[config.mk]
export PLATFORM = sky130hd
export DESIGN_NAME = waypoint_path_densifier
export DESIGN_NICKNAME = d
export VERILOG_FILES = /design/src/rtl/core/wpd_pkg.sv /design/src/rtl/core/wpd_div.sv /design/src/rtl/core/wpd_dp.sv /design/src/rtl/core/wpd_ctrl.sv /design/src/rtl/core/waypoint_path_densifier.sv
export SDC_FILE = /design/constraint.sdc
export NUM_CORES = 2
export LEC_CHECK = 0
export ABC_AREA = 1
export BUFFER_PORTS_ARGS = -buffer_cell sky130_fd_sc_hd__buf_2
export CAP_MARGIN = 25
export CORE_ASPECT_RATIO = 1.1
export CORE_UTILIZATION = 40
export DETAILED_ROUTE_END_ITERATION = 10
export PLACE_DENSITY = 0.58
export SKIP_LAST_GASP = 1
export SYNTH_ARGS = -nofsm -noshare
export SYNTH_HDL_FRONTEND = slang
export SYNTH_SLANG_ARGS = --single-unit
[constraint.sdc]
create_clock -name clk_i -period 12.5 [get_ports clk_i]
set_input_delay 1.25 -clock clk_i [delete_from_list [all_inputs] [get_ports clk_i]]
set_output_delay 1.25 -clock clk_i [all_outputs]
set_load 0.02 [all_outputs]
[src/rtl/core/wpd_pkg.sv]
`default_nettype none
// ----------------------------------------------------------------------------
// wpd_pkg
// Shared types and constants of the waypoint path densifier.
// ----------------------------------------------------------------------------
package wpd_pkg;

  localparam int unsigned CoordW   = 32;
  localparam int unsigned SpacingW = 31;
  localparam logic [SpacingW-1:0] SpacingReset = 31'd327680;

  // restoring divider: one quotient bit per cycle over the coordinate width
  localparam int unsigned DivSteps = CoordW;
  localparam int unsigned DivCntW  = $clog2(DivSteps);

  typedef struct packed {
    logic signed [CoordW-1:0] point_x;
    logic signed [CoordW-1:0] point_y;
    logic                     first_point;
  } wpd_in_t;

  typedef struct packed {
    logic signed [CoordW-1:0] out_x;
    logic signed [CoordW-1:0] out_y;
    logic                     is_interpolated;
    logic                     last_of_run;
  } wpd_out_t;

  typedef enum logic [3:0] {
    ST_IDLE,
    ST_SQX,
    ST_SQY,
    ST_SQS,
    ST_CMP,
    ST_SEARCH,
    ST_DIV,
    ST_EMIT,
    ST_LAST
  } wpd_state_e;

  typedef enum logic [1:0] {
    MUL_X,
    MUL_Y,
    MUL_S
  } wpd_mul_sel_e;

  typedef struct packed {
    logic         load_in;
    logic         mul_en;
    wpd_mul_sel_e mul_sel;
    logic         search_init;
    logic         search_step;
    logic         div_start;
    logic         emit_init;
    logic         emit_pt;
    logic         emit_last;
  } wpd_cmd_t;

  typedef struct packed {
    logic start_path;
    logic d2_gt;
    logic search_done;
    logic div_done;
    logic emit_end;
    logic out_free;
  } wpd_status_t;

endpackage
`default_nettype wire

[src/rtl/core/wpd_div.sv]
`default_nettype none
// ----------------------------------------------------------------------------
// wpd_div
// Two-lane restoring divider: unsigned 32-bit magnitudes by a small count.
// ----------------------------------------------------------------------------
module wpd_div
  import wpd_pkg::*;
#(
  parameter int unsigned NW = 6
) (
  input  wire logic              clk_i,
  input  wire logic              rst_ni,
  input  wire logic              start_i,
  input  wire logic [CoordW-1:0] a_i,
  input  wire logic [CoordW-1:0] b_i,
  input  wire logic [NW-1:0]     divisor_i,
  output logic                   done_o,
  output logic [CoordW-1:0]      qa_o,
  output logic [CoordW-1:0]      qb_o
);

  logic                busy_q, busy_d;
  logic [DivCntW-1:0]  cnt_q, cnt_d;
  logic [NW-1:0]       div_q, div_d;
  logic [CoordW-1:0]   qa_q, qa_d, qb_q, qb_d;
  logic [NW-1:0]       ra_q, ra_d, rb_q, rb_d;
  logic [NW:0]         ra_sh, rb_sh;
  logic                ge_a, ge_b;

  assign ra_sh = {ra_q, qa_q[CoordW-1]};
  assign rb_sh = {rb_q, qb_q[CoordW-1]};
  assign ge_a  = ra_sh >= {1'b0, div_q};
  assign ge_b  = rb_sh >= {1'b0, div_q};

  always_comb begin
    busy_d = busy_q;
    cnt_d  = cnt_q;
    div_d  = div_q;
    qa_d   = qa_q;
    qb_d   = qb_q;
    ra_d   = ra_q;
    rb_d   = rb_q;
    if (start_i) begin
      busy_d = 1'b1;
      cnt_d  = '0;
      div_d  = divisor_i;
      qa_d   = a_i;
      qb_d   = b_i;
      ra_d   = '0;
      rb_d   = '0;
    end else if (busy_q) begin
      // remainder stays below the divisor, so NW bits hold it
      ra_d  = ge_a ? NW'(ra_sh - {1'b0, div_q}) : NW'(ra_sh);
      rb_d  = ge_b ? NW'(rb_sh - {1'b0, div_q}) : NW'(rb_sh);
      qa_d  = {qa_q[CoordW-2:0], ge_a};
      qb_d  = {qb_q[CoordW-2:0], ge_b};
      cnt_d = cnt_q + DivCntW'(1);
      if (cnt_q == DivCntW'(DivSteps - 1)) begin
        busy_d = 1'b0;
      end
    end
  end

  always_ff @(posedge clk_i or negedge rst_ni) begin
    if (!rst_ni) begin
      busy_q <= 1'b0;
      cnt_q  <= '0;
    end else begin
      busy_q <= busy_d;
      cnt_q  <= cnt_d;
    end
  end

  always_ff @(posedge clk_i) begin
    div_q <= div_d;
    qa_q  <= qa_d;
    qb_q  <= qb_d;
    ra_q  <= ra_d;
    rb_q  <= rb_d;
  end

  assign done_o = !busy_q;
  assign qa_o   = qa_q;
  assign qb_o   = qb_q;

endmodule
`default_nettype wire

[src/rtl/core/wpd_dp.sv]
`default_nettype none
// ----------------------------------------------------------------------------
// wpd_dp
// Datapath: squared distance, segment count search, per-axis step and
// output point generation with the result register.
// ----------------------------------------------------------------------------
module wpd_dp
  import wpd_pkg::*;
#(
  parameter int unsigned MAX_SEGMENTS = 32
) (
  input  wire logic                clk_i,
  input  wire logic                rst_ni,
  input  wire logic                cfg_we_i,
  input  wire logic [SpacingW-1:0] cfg_wdata_i,
  input  wire wpd_in_t             in_data_i,
  input  wire wpd_cmd_t            cmd_i,
  output wpd_status_t              status_o,
  output logic                     out_valid_o,
  input  wire logic                out_stall_i,
  output wpd_out_t                 out_data_o
);

  localparam int unsigned KW = $clog2(MAX_SEGMENTS);
  localparam int unsigned NW = $clog2(MAX_SEGMENTS + 1);
  localparam int unsigned QW = 2 * KW + 2 * CoordW;
  localparam int unsigned DW = 2 * CoordW + 1;

  logic [SpacingW-1:0]     spacing_q;
  logic signed [CoordW-1:0] prev_x_q, prev_y_q;
  logic                    have_prev_q;
  wpd_in_t                 pt_q;
  logic [CoordW:0]         dx_q, dy_q;
  logic [CoordW-1:0]       ax_q, ay_q;
  logic [2*CoordW-1:0]     prod_q;
  logic [DW-1:0]           d2_q;
  logic [2*CoordW-1:0]     s2_q;
  logic [QW-1:0]           q_q, t_q;
  logic [KW-1:0]           k_q, i_q;
  logic [CoordW-1:0]       step_x_q, step_y_q, cur_x_q, cur_y_q;
  logic                    out_valid_q;
  wpd_out_t                out_q;

  logic [CoordW:0]         dx_w, dy_w, adx_w, ady_w;
  logic [CoordW-1:0]       mul_a;
  logic [QW-1:0]           q_nx, d2_ext;
  logic                    pass;
  logic                    out_free;
  logic                    div_done;
  logic [CoordW-1:0]       qa, qb, step_x, step_y;
  logic [NW-1:0]           n_w;

  assign dx_w  = {in_data_i.point_x[CoordW-1], in_data_i.point_x}
               - {prev_x_q[CoordW-1], prev_x_q};
  assign dy_w  = {in_data_i.point_y[CoordW-1], in_data_i.point_y}
               - {prev_y_q[CoordW-1], prev_y_q};
  assign adx_w = dx_w[CoordW] ? (~dx_w + (CoordW+1)'(1)) : dx_w;
  assign ady_w = dy_w[CoordW] ? (~dy_w + (CoordW+1)'(1)) : dy_w;

  always_comb begin
    unique case (cmd_i.mul_sel)
      MUL_X:   mul_a = ax_q;
      MUL_Y:   mul_a = ay_q;
      MUL_S:   mul_a = {1'b0, spacing_q};
      default: mul_a = ax_q;
    endcase
  end

  // next candidate (k+1)^2 s^2 = k^2 s^2 + (2k+1) s^2
  assign d2_ext = QW'(d2_q);
  assign q_nx   = q_q + t_q;
  assign pass   = (q_nx <= d2_ext) && (k_q != KW'(MAX_SEGMENTS - 1));
  assign n_w    = NW'(k_q) + NW'(1);

  wpd_div #(
    .NW(NW)
  ) u_div (
    .clk_i     (clk_i),
    .rst_ni    (rst_ni),
    .start_i   (cmd_i.div_start),
    .a_i       (ax_q),
    .b_i       (ay_q),
    .divisor_i (n_w),
    .done_o    (div_done),
    .qa_o      (qa),
    .qb_o      (qb)
  );

  // truncation toward zero: divide magnitudes, then restore the sign
  assign step_x = dx_q[CoordW] ? (~qa + CoordW'(1)) : qa;
  assign step_y = dy_q[CoordW] ? (~qb + CoordW'(1)) : qb;

  assign out_free = !out_valid_q || !out_stall_i;

  always_ff @(posedge clk_i or negedge rst_ni) begin
    if (!rst_ni) begin
      spacing_q   <= SpacingReset;
      prev_x_q    <= '0;
      prev_y_q    <= '0;
      have_prev_q <= 1'b0;
      out_valid_q <= 1'b0;
    end else begin
      if (cfg_we_i) begin
        spacing_q <= cfg_wdata_i;
      end
      if (cmd_i.emit_last) begin
        prev_x_q    <= pt_q.point_x;
        prev_y_q    <= pt_q.point_y;
        have_prev_q <= 1'b1;
      end
      if (cmd_i.emit_pt || cmd_i.emit_last) begin
        out_valid_q <= 1'b1;
      end else if (!out_stall_i) begin
        out_valid_q <= 1'b0;
      end
    end
  end

  always_ff @(posedge clk_i) begin
    if (cmd_i.load_in) begin
      pt_q <= in_data_i;
      dx_q <= dx_w;
      dy_q <= dy_w;
      ax_q <= adx_w[CoordW-1:0];
      ay_q <= ady_w[CoordW-1:0];
    end
    if (cmd_i.mul_en) begin
      prod_q <= mul_a * mul_a;
      if (cmd_i.mul_sel == MUL_Y) begin
        d2_q <= DW'(prod_q);
      end else if (cmd_i.mul_sel == MUL_S) begin
        d2_q <= d2_q + DW'(prod_q);
      end
    end
    if (cmd_i.search_init) begin
      s2_q <= prod_q;
      q_q  <= QW'(prod_q);
      t_q  <= QW'(prod_q) + (QW'(prod_q) << 1);
      k_q  <= KW'(1);
    end else if (cmd_i.search_step && pass) begin
      q_q <= q_nx;
      t_q <= t_q + (QW'(s2_q) << 1);
      k_q <= k_q + KW'(1);
    end
    if (cmd_i.emit_init) begin
      step_x_q <= step_x;
      step_y_q <= step_y;
      cur_x_q  <= prev_x_q + step_x;
      cur_y_q  <= prev_y_q + step_y;
      i_q      <= KW'(1);
    end else if (cmd_i.emit_pt) begin
      cur_x_q <= cur_x_q + step_x_q;
      cur_y_q <= cur_y_q + step_y_q;
      i_q     <= i_q + KW'(1);
    end
    if (cmd_i.emit_pt) begin
      out_q.out_x           <= cur_x_q;
      out_q.out_y           <= cur_y_q;
      out_q.is_interpolated <= 1'b1;
      out_q.last_of_run     <= 1'b0;
    end else if (cmd_i.emit_last) begin
      out_q.out_x           <= pt_q.point_x;
      out_q.out_y           <= pt_q.point_y;
      out_q.is_interpolated <= 1'b0;
      out_q.last_of_run     <= 1'b1;
    end
  end

  assign status_o.start_path  = in_data_i.first_point || !have_prev_q;
  assign status_o.d2_gt       = d2_q > DW'(prod_q);
  assign status_o.search_done = !pass;
  assign status_o.div_done    = div_done;
  assign status_o.emit_end    = (i_q == k_q);
  assign status_o.out_free    = out_free;

  assign out_valid_o = out_valid_q;
  assign out_data_o  = out_q;

endmodule
`default_nettype wire

[src/rtl/core/wpd_ctrl.sv]
`default_nettype none
// ----------------------------------------------------------------------------
// wpd_ctrl
// Sequencer: input transfer, distance squares, count search, division and
// point emission.
// ----------------------------------------------------------------------------
module wpd_ctrl
  import wpd_pkg::*;
(
  input  wire logic        clk_i,
  input  wire logic        rst_ni,
  input  wire logic        in_valid_i,
  output logic             in_stall_o,
  input  wire wpd_status_t status_i,
  output wpd_cmd_t         cmd_o
);

  wpd_state_e state_q, state_d;

  always_ff @(posedge clk_i or negedge rst_ni) begin
    if (!rst_ni) begin
      state_q <= ST_IDLE;
    end else begin
      state_q <= state_d;
    end
  end

  always_comb begin
    state_d    = state_q;
    cmd_o      = '0;
    cmd_o.mul_sel = MUL_X;
    in_stall_o = 1'b1;
    unique case (state_q)
      ST_IDLE: begin
        in_stall_o = 1'b0;
        if (in_valid_i) begin
          cmd_o.load_in = 1'b1;
          state_d = status_i.start_path ? ST_LAST : ST_SQX;
        end
      end
      ST_SQX: begin
        cmd_o.mul_en  = 1'b1;
        cmd_o.mul_sel = MUL_X;
        state_d = ST_SQY;
      end
      ST_SQY: begin
        cmd_o.mul_en  = 1'b1;
        cmd_o.mul_sel = MUL_Y;
        state_d = ST_SQS;
      end
      ST_SQS: begin
        cmd_o.mul_en  = 1'b1;
        cmd_o.mul_sel = MUL_S;
        state_d = ST_CMP;
      end
      ST_CMP: begin
        cmd_o.search_init = 1'b1;
        state_d = status_i.d2_gt ? ST_SEARCH : ST_LAST;
      end
      ST_SEARCH: begin
        cmd_o.search_step = 1'b1;
        if (status_i.search_done) begin
          cmd_o.div_start = 1'b1;
          state_d = ST_DIV;
        end
      end
      ST_DIV: begin
        if (status_i.div_done) begin
          cmd_o.emit_init = 1'b1;
          state_d = ST_EMIT;
        end
      end
      ST_EMIT: begin
        if (status_i.out_free) begin
          cmd_o.emit_pt = 1'b1;
          if (status_i.emit_end) begin
            state_d = ST_LAST;
          end
        end
      end
      ST_LAST: begin
        if (status_i.out_free) begin
          cmd_o.emit_last = 1'b1;
          state_d = ST_IDLE;
        end
      end
      default: state_d = ST_IDLE;
    endcase
  end

endmodule
`default_nettype wire

[src/rtl/core/waypoint_path_densifier.sv]
`default_nettype none
// ----------------------------------------------------------------------------
// waypoint_path_densifier
// Inserts evenly spaced points between consecutive waypoints of a path.
// ----------------------------------------------------------------------------
// Sequence: a path start sends the waypoint alone; a gap within spacing adds
//   3 squares and the compare; a run of n segments adds the count search, the
//   division and n-1 inserted points ahead of the waypoint.
// Throughput: one waypoint at a time; the next is taken at the edge where the
//   last result can first transfer, output stalls on inserted points add on.
// Reset: asynchronous; spacing returns to 5.0 cells, no previous waypoint.
module waypoint_path_densifier
  import wpd_pkg::*;
#(
  parameter int unsigned MAX_SEGMENTS = 32
) (
  input  wire logic                clk_i,
  input  wire logic                rst_ni,
  input  wire logic                cfg_we_i,
  input  wire logic [SpacingW-1:0] cfg_wdata_i,
  input  wire logic                in_valid_i,
  output logic                     in_stall_o,
  input  wire wpd_in_t             in_data_i,
  output logic                     out_valid_o,
  input  wire logic                out_stall_i,
  output wpd_out_t                 out_data_o
);

  wpd_cmd_t    cmd;
  wpd_status_t status;

  wpd_ctrl u_ctrl (
    .clk_i      (clk_i),
    .rst_ni     (rst_ni),
    .in_valid_i (in_valid_i),
    .in_stall_o (in_stall_o),
    .status_i   (status),
    .cmd_o      (cmd)
  );

  wpd_dp #(
    .MAX_SEGMENTS(MAX_SEGMENTS)
  ) u_dp (
    .clk_i       (clk_i),
    .rst_ni      (rst_ni),
    .cfg_we_i    (cfg_we_i),
    .cfg_wdata_i (cfg_wdata_i),
    .in_data_i   (in_data_i),
    .cmd_i       (cmd),
    .status_o    (status),
    .out_valid_o (out_valid_o),
    .out_stall_i (out_stall_i),
    .out_data_o  (out_data_o)
  );

endmodule
`default_nettype wire

==> implementation parameters <==
Parameter                              Value

Outcome
  Outcome    complete, but fails checks
  Violations in the final reports    design-rule violations

Critical path
  Launching element type of the critical path    flip-flop
  Required time of the critical path    12.98 ns
  Standard cell with the maximum stage delay on the critical path    ha_4
  Crit path arrival time    11.09 ns
  Setup Crit Path Kind    flip-flop to flip-flop
  Number of buffer and inverter stages on the critical path    9
  Capturing element type of the critical path    flip-flop
  Crit-path leading delay family    adder cells
  Worst-path maximum fanout    65
  Largest stage delay, worst path    ~0.84 ns
  Most common cell type on the critical path    fa_1

Synthesis
  Adder-Cell Fraction of Synth Area    28.09%
  Synthesized-area fraction occupied by xor and xnor cells    3.463%
  Post-Syn Area per Cell    7.748 um^2
  Instance count of the mapped netlist    12.53k
  Share of async-settable or async-resettable flops after synthesis    12.41%
  Dominant combinational cell family by area after synthesis    adder cells
  Share of synthesized area occupied by flip-flops and latches    between 20% and 30%
  Number of distinct library cells after synthesis    65
  Top-count cell post-synth    inv_1
  Cell type contributing the most total cell area after synthesis    edfxtp_1
  Post-synth EDFFs    721
  Portion of synthesized cell area occupied by the leading cell type    ~22%
  Leading cell types by total area after synthesis    edfxtp_1 (22%), fa_1 (17%), ha_1 (12%)
  Top cell types by occurrence after synthesis    inv_1 (2444), nand2_1 (2432), nor2_1 (1421), a21oi_1 (965), ha_1 (895)
  Total of flip-flops plus latches after synthesis    ~860
  Post-synth design cell area    97080 um^2
  Net count after synthesis    around 14k
  Primary FF master, synth    edfxtp_1
  Synth warnings    0
  Fraction of the mapped netlist area in compound gates    12.98%
  Fraction of synthesized area in multiplexers    0%
  Simple-gate share of the synthesized area    around a fifth

Timing
  Count of final max-slew check failures    0
  Count of final hold-check violations    0
  Setup violations, final    0
  Post-route fraction of the period consumed by the critical path    84.87%
  Clock period minus worst slack    10.61 ns
  Fmax    ~0.094 GHz
  RSZ-0062 raised after global routing    no
  Setup TNS after final layout    0 ns
  Worst Tran Pin Value    1.182 ns
  Largest clock skew in the final design    0.1303 ns
  Least setup slack across all paths after layout    1.891 ns
  Relative slew margins    between 20% and 30%

Cells and area
  Layout overhead on the synthesized area    8.598%
  # nets final    approximately 14k
  Number of fill cells    24.75k
  Final design instance area without fill    105400 um^2
  Non-filler instance count after layout    15.91k
  Share of cells above drive strength 1    under 10%

Place
  Count of buffers from port buffering    168
  Placed cell areas    101900 um^2
  Weighted congestion reported at the end of routability-driven placement    between 1 and 1.5
  HPWL after detailed placement    ~280000 um
  Post-placement cell count    15.71k
  Worst setup timing slack at the placement stage    2.021 ns

GRT
  Vias in the first global route    83.58k
  Pin count of the biggest net entering global routing    126
  Global-route usage over all layers    between 20% and 30%
  Global-route wire length before repair    504700 um
  Initial antenna violation count    9
  Grt ovf    0

Detailed routing
  Total met2 wirelength after detailed routing    155800 um
  Iteration-0 DRC Markers    7363
  Average wire length per cell after detail routing    approximately 21 um
  Met1 wire length    roughly 150000 um
  Total number of vias    84.21k
  Number of nets with antenna violations after routing    0
  Detailed-route DRC error count    2
  Count of TritonRoute iterations in the first routing pass    9
  Highest metal layer with signal wires    met4
  Met3 routed wirelength    about 21000 um
  Total wire length    336300 um
  Via density per instance    around 5.3

Floorplan
  Die area    244700 um^2
  Placement row count    189
  Die Ht    518.7 um
  Initial core utilization    40.25%
  Floorplan core area    241200 um^2
  Chip width    471.7 um
  # IOs    169

Min path
  Worst Hold Class    input pin to async pin

Clocking
  Hold-fix buffer count after cts    0
  Largest buffer count on any clock path    3
  CTS tree    yes
  Number of H-tree branching levels    3
  Insertion delay of the later-clocked pin in the worst-skew pair    0.82 ns
  Post-cts resize count    0
  Clock slew at the register clock pins of the worst setup and hold paths    0.06 ns
  Library cell used as clock root buffer    clkbuf_16
  Number of setup buffers added after CTS    0
  Number of CTS-inserted buffers    103
  Clock net sink count    between 800 and 900

Flow run
  Max Cap Violations    0
[routing by layer]
metal  vias to the layer above  GRT usage (%)
met5                         -              0
met4                         0          9.822
met3                       536          3.549
met2                      2681          44.98
met1                     40351          36.29
li1                      40639              -
[placed cells by master (no fill, tap or decap), types with 167 or more instances in the layout]
cell / instances
a21oi_1: 965
buf_2: 167
edfxtp_1: 721
fa_1: 803
ha_1: 894
inv_1: 2441
nand2_1: 2428
nand3_1: 355
nor2_1: 1415
o21ai_0: 799
xor2_1: 234
[kinds of logic (layout without fill, tap and decap cells)]
logic type,Yosys count,after routing
other,1,5
adder cells (fa/ha/maj),1698,1698
AND/OR/NAND/NOR,4607,4607
AO/OA/AOI/OAI,2297,2297
buffers and inverters,2682,2910
flip-flops,862,862
XOR/XNOR,383,383
[stage by stage]
step           utilization (%)  hold WS (ns)
4_1_cts                  43.69        0.2595
5_1_grt                  43.71        0.2901
6_report                 43.71        0.2988
3_3_place_gp             42.21        0.4289
2_1_floorplan                -        0.4217
3_5_place_dp             42.23        0.4313
[worst paths after layout]
check,startpoint,end,slack (ns),cells past startpoint
max,u_ctrl.state_q[1]$_DFFE_PN0P_,u_dp.prod_q[60]$_DFFE_PP_,1.89,36
min,rst_ni,u_dp.prev_x_q[29]$_DFFE_PN0P_,0.30,1
max reg2reg,u_ctrl.state_q[1]$_DFFE_PN0P_,u_dp.prod_q[60]$_DFFE_PP_,1.89,36
min reg2reg,u_dp.q_q[71]$_SDFFE_PP0P_,u_dp.q_q[71]$_SDFFE_PP0P_,0.45,2
max in group asynchronous,rst_ni,u_ctrl.state_q[0]$_DFFE_PN0P_,10.47,3
min in group clk_i,u_dp.q_q[71]$_SDFFE_PP0P_,u_dp.q_q[71]$_SDFFE_PP0P_,0.45,2
[sequential cells by signal (all words and copies together), names as in the netlist, 6 cells and up]
name and cells:
u_dp.spacing_q 31, u_dp.cur_x_q 32, u_dp.step_x_q 32, u_dp.pt_q 64
u_dp.q_q 74, u_dp.u_div.qb_o 32, u_dp.u_div.div_q 6, u_dp.step_y_q 32
u_dp.cur_y_q 32, u_dp.prev_x_q 32, u_dp.prev_y_q 32, u_dp.out_data_o 66
u_dp.u_div.rb_q 6, u_dp.d2_q 65, u_dp.prod_q 63, u_dp.t_q 74
u_dp.ax_q 32, u_dp.ay_q 32, u_dp.u_div.ra_q 6, u_dp.u_div.qa_o 32
u_dp.s2_q 63
[final cells by class]
cell class                      count  area (um^2)  share of cell area [%]
Timing Repair Buffer              245         1503                   1.425
Antenna cell                        4        10.01                0.009494
Inverter                         2471         9280                   8.802
Sequential cell                   862        25010                   23.72
Multi-Input combinational cell   8986        62150                   58.95
Tap cell                         3151         3943                   3.740
Clock buffer                      121         2665                   2.528
Clock inverter                     73        870.8                  0.8260
Power is left out: the tool's default activity adds up to more than one toggle a clock period on the data nets, which glitch-free logic cannot reach.
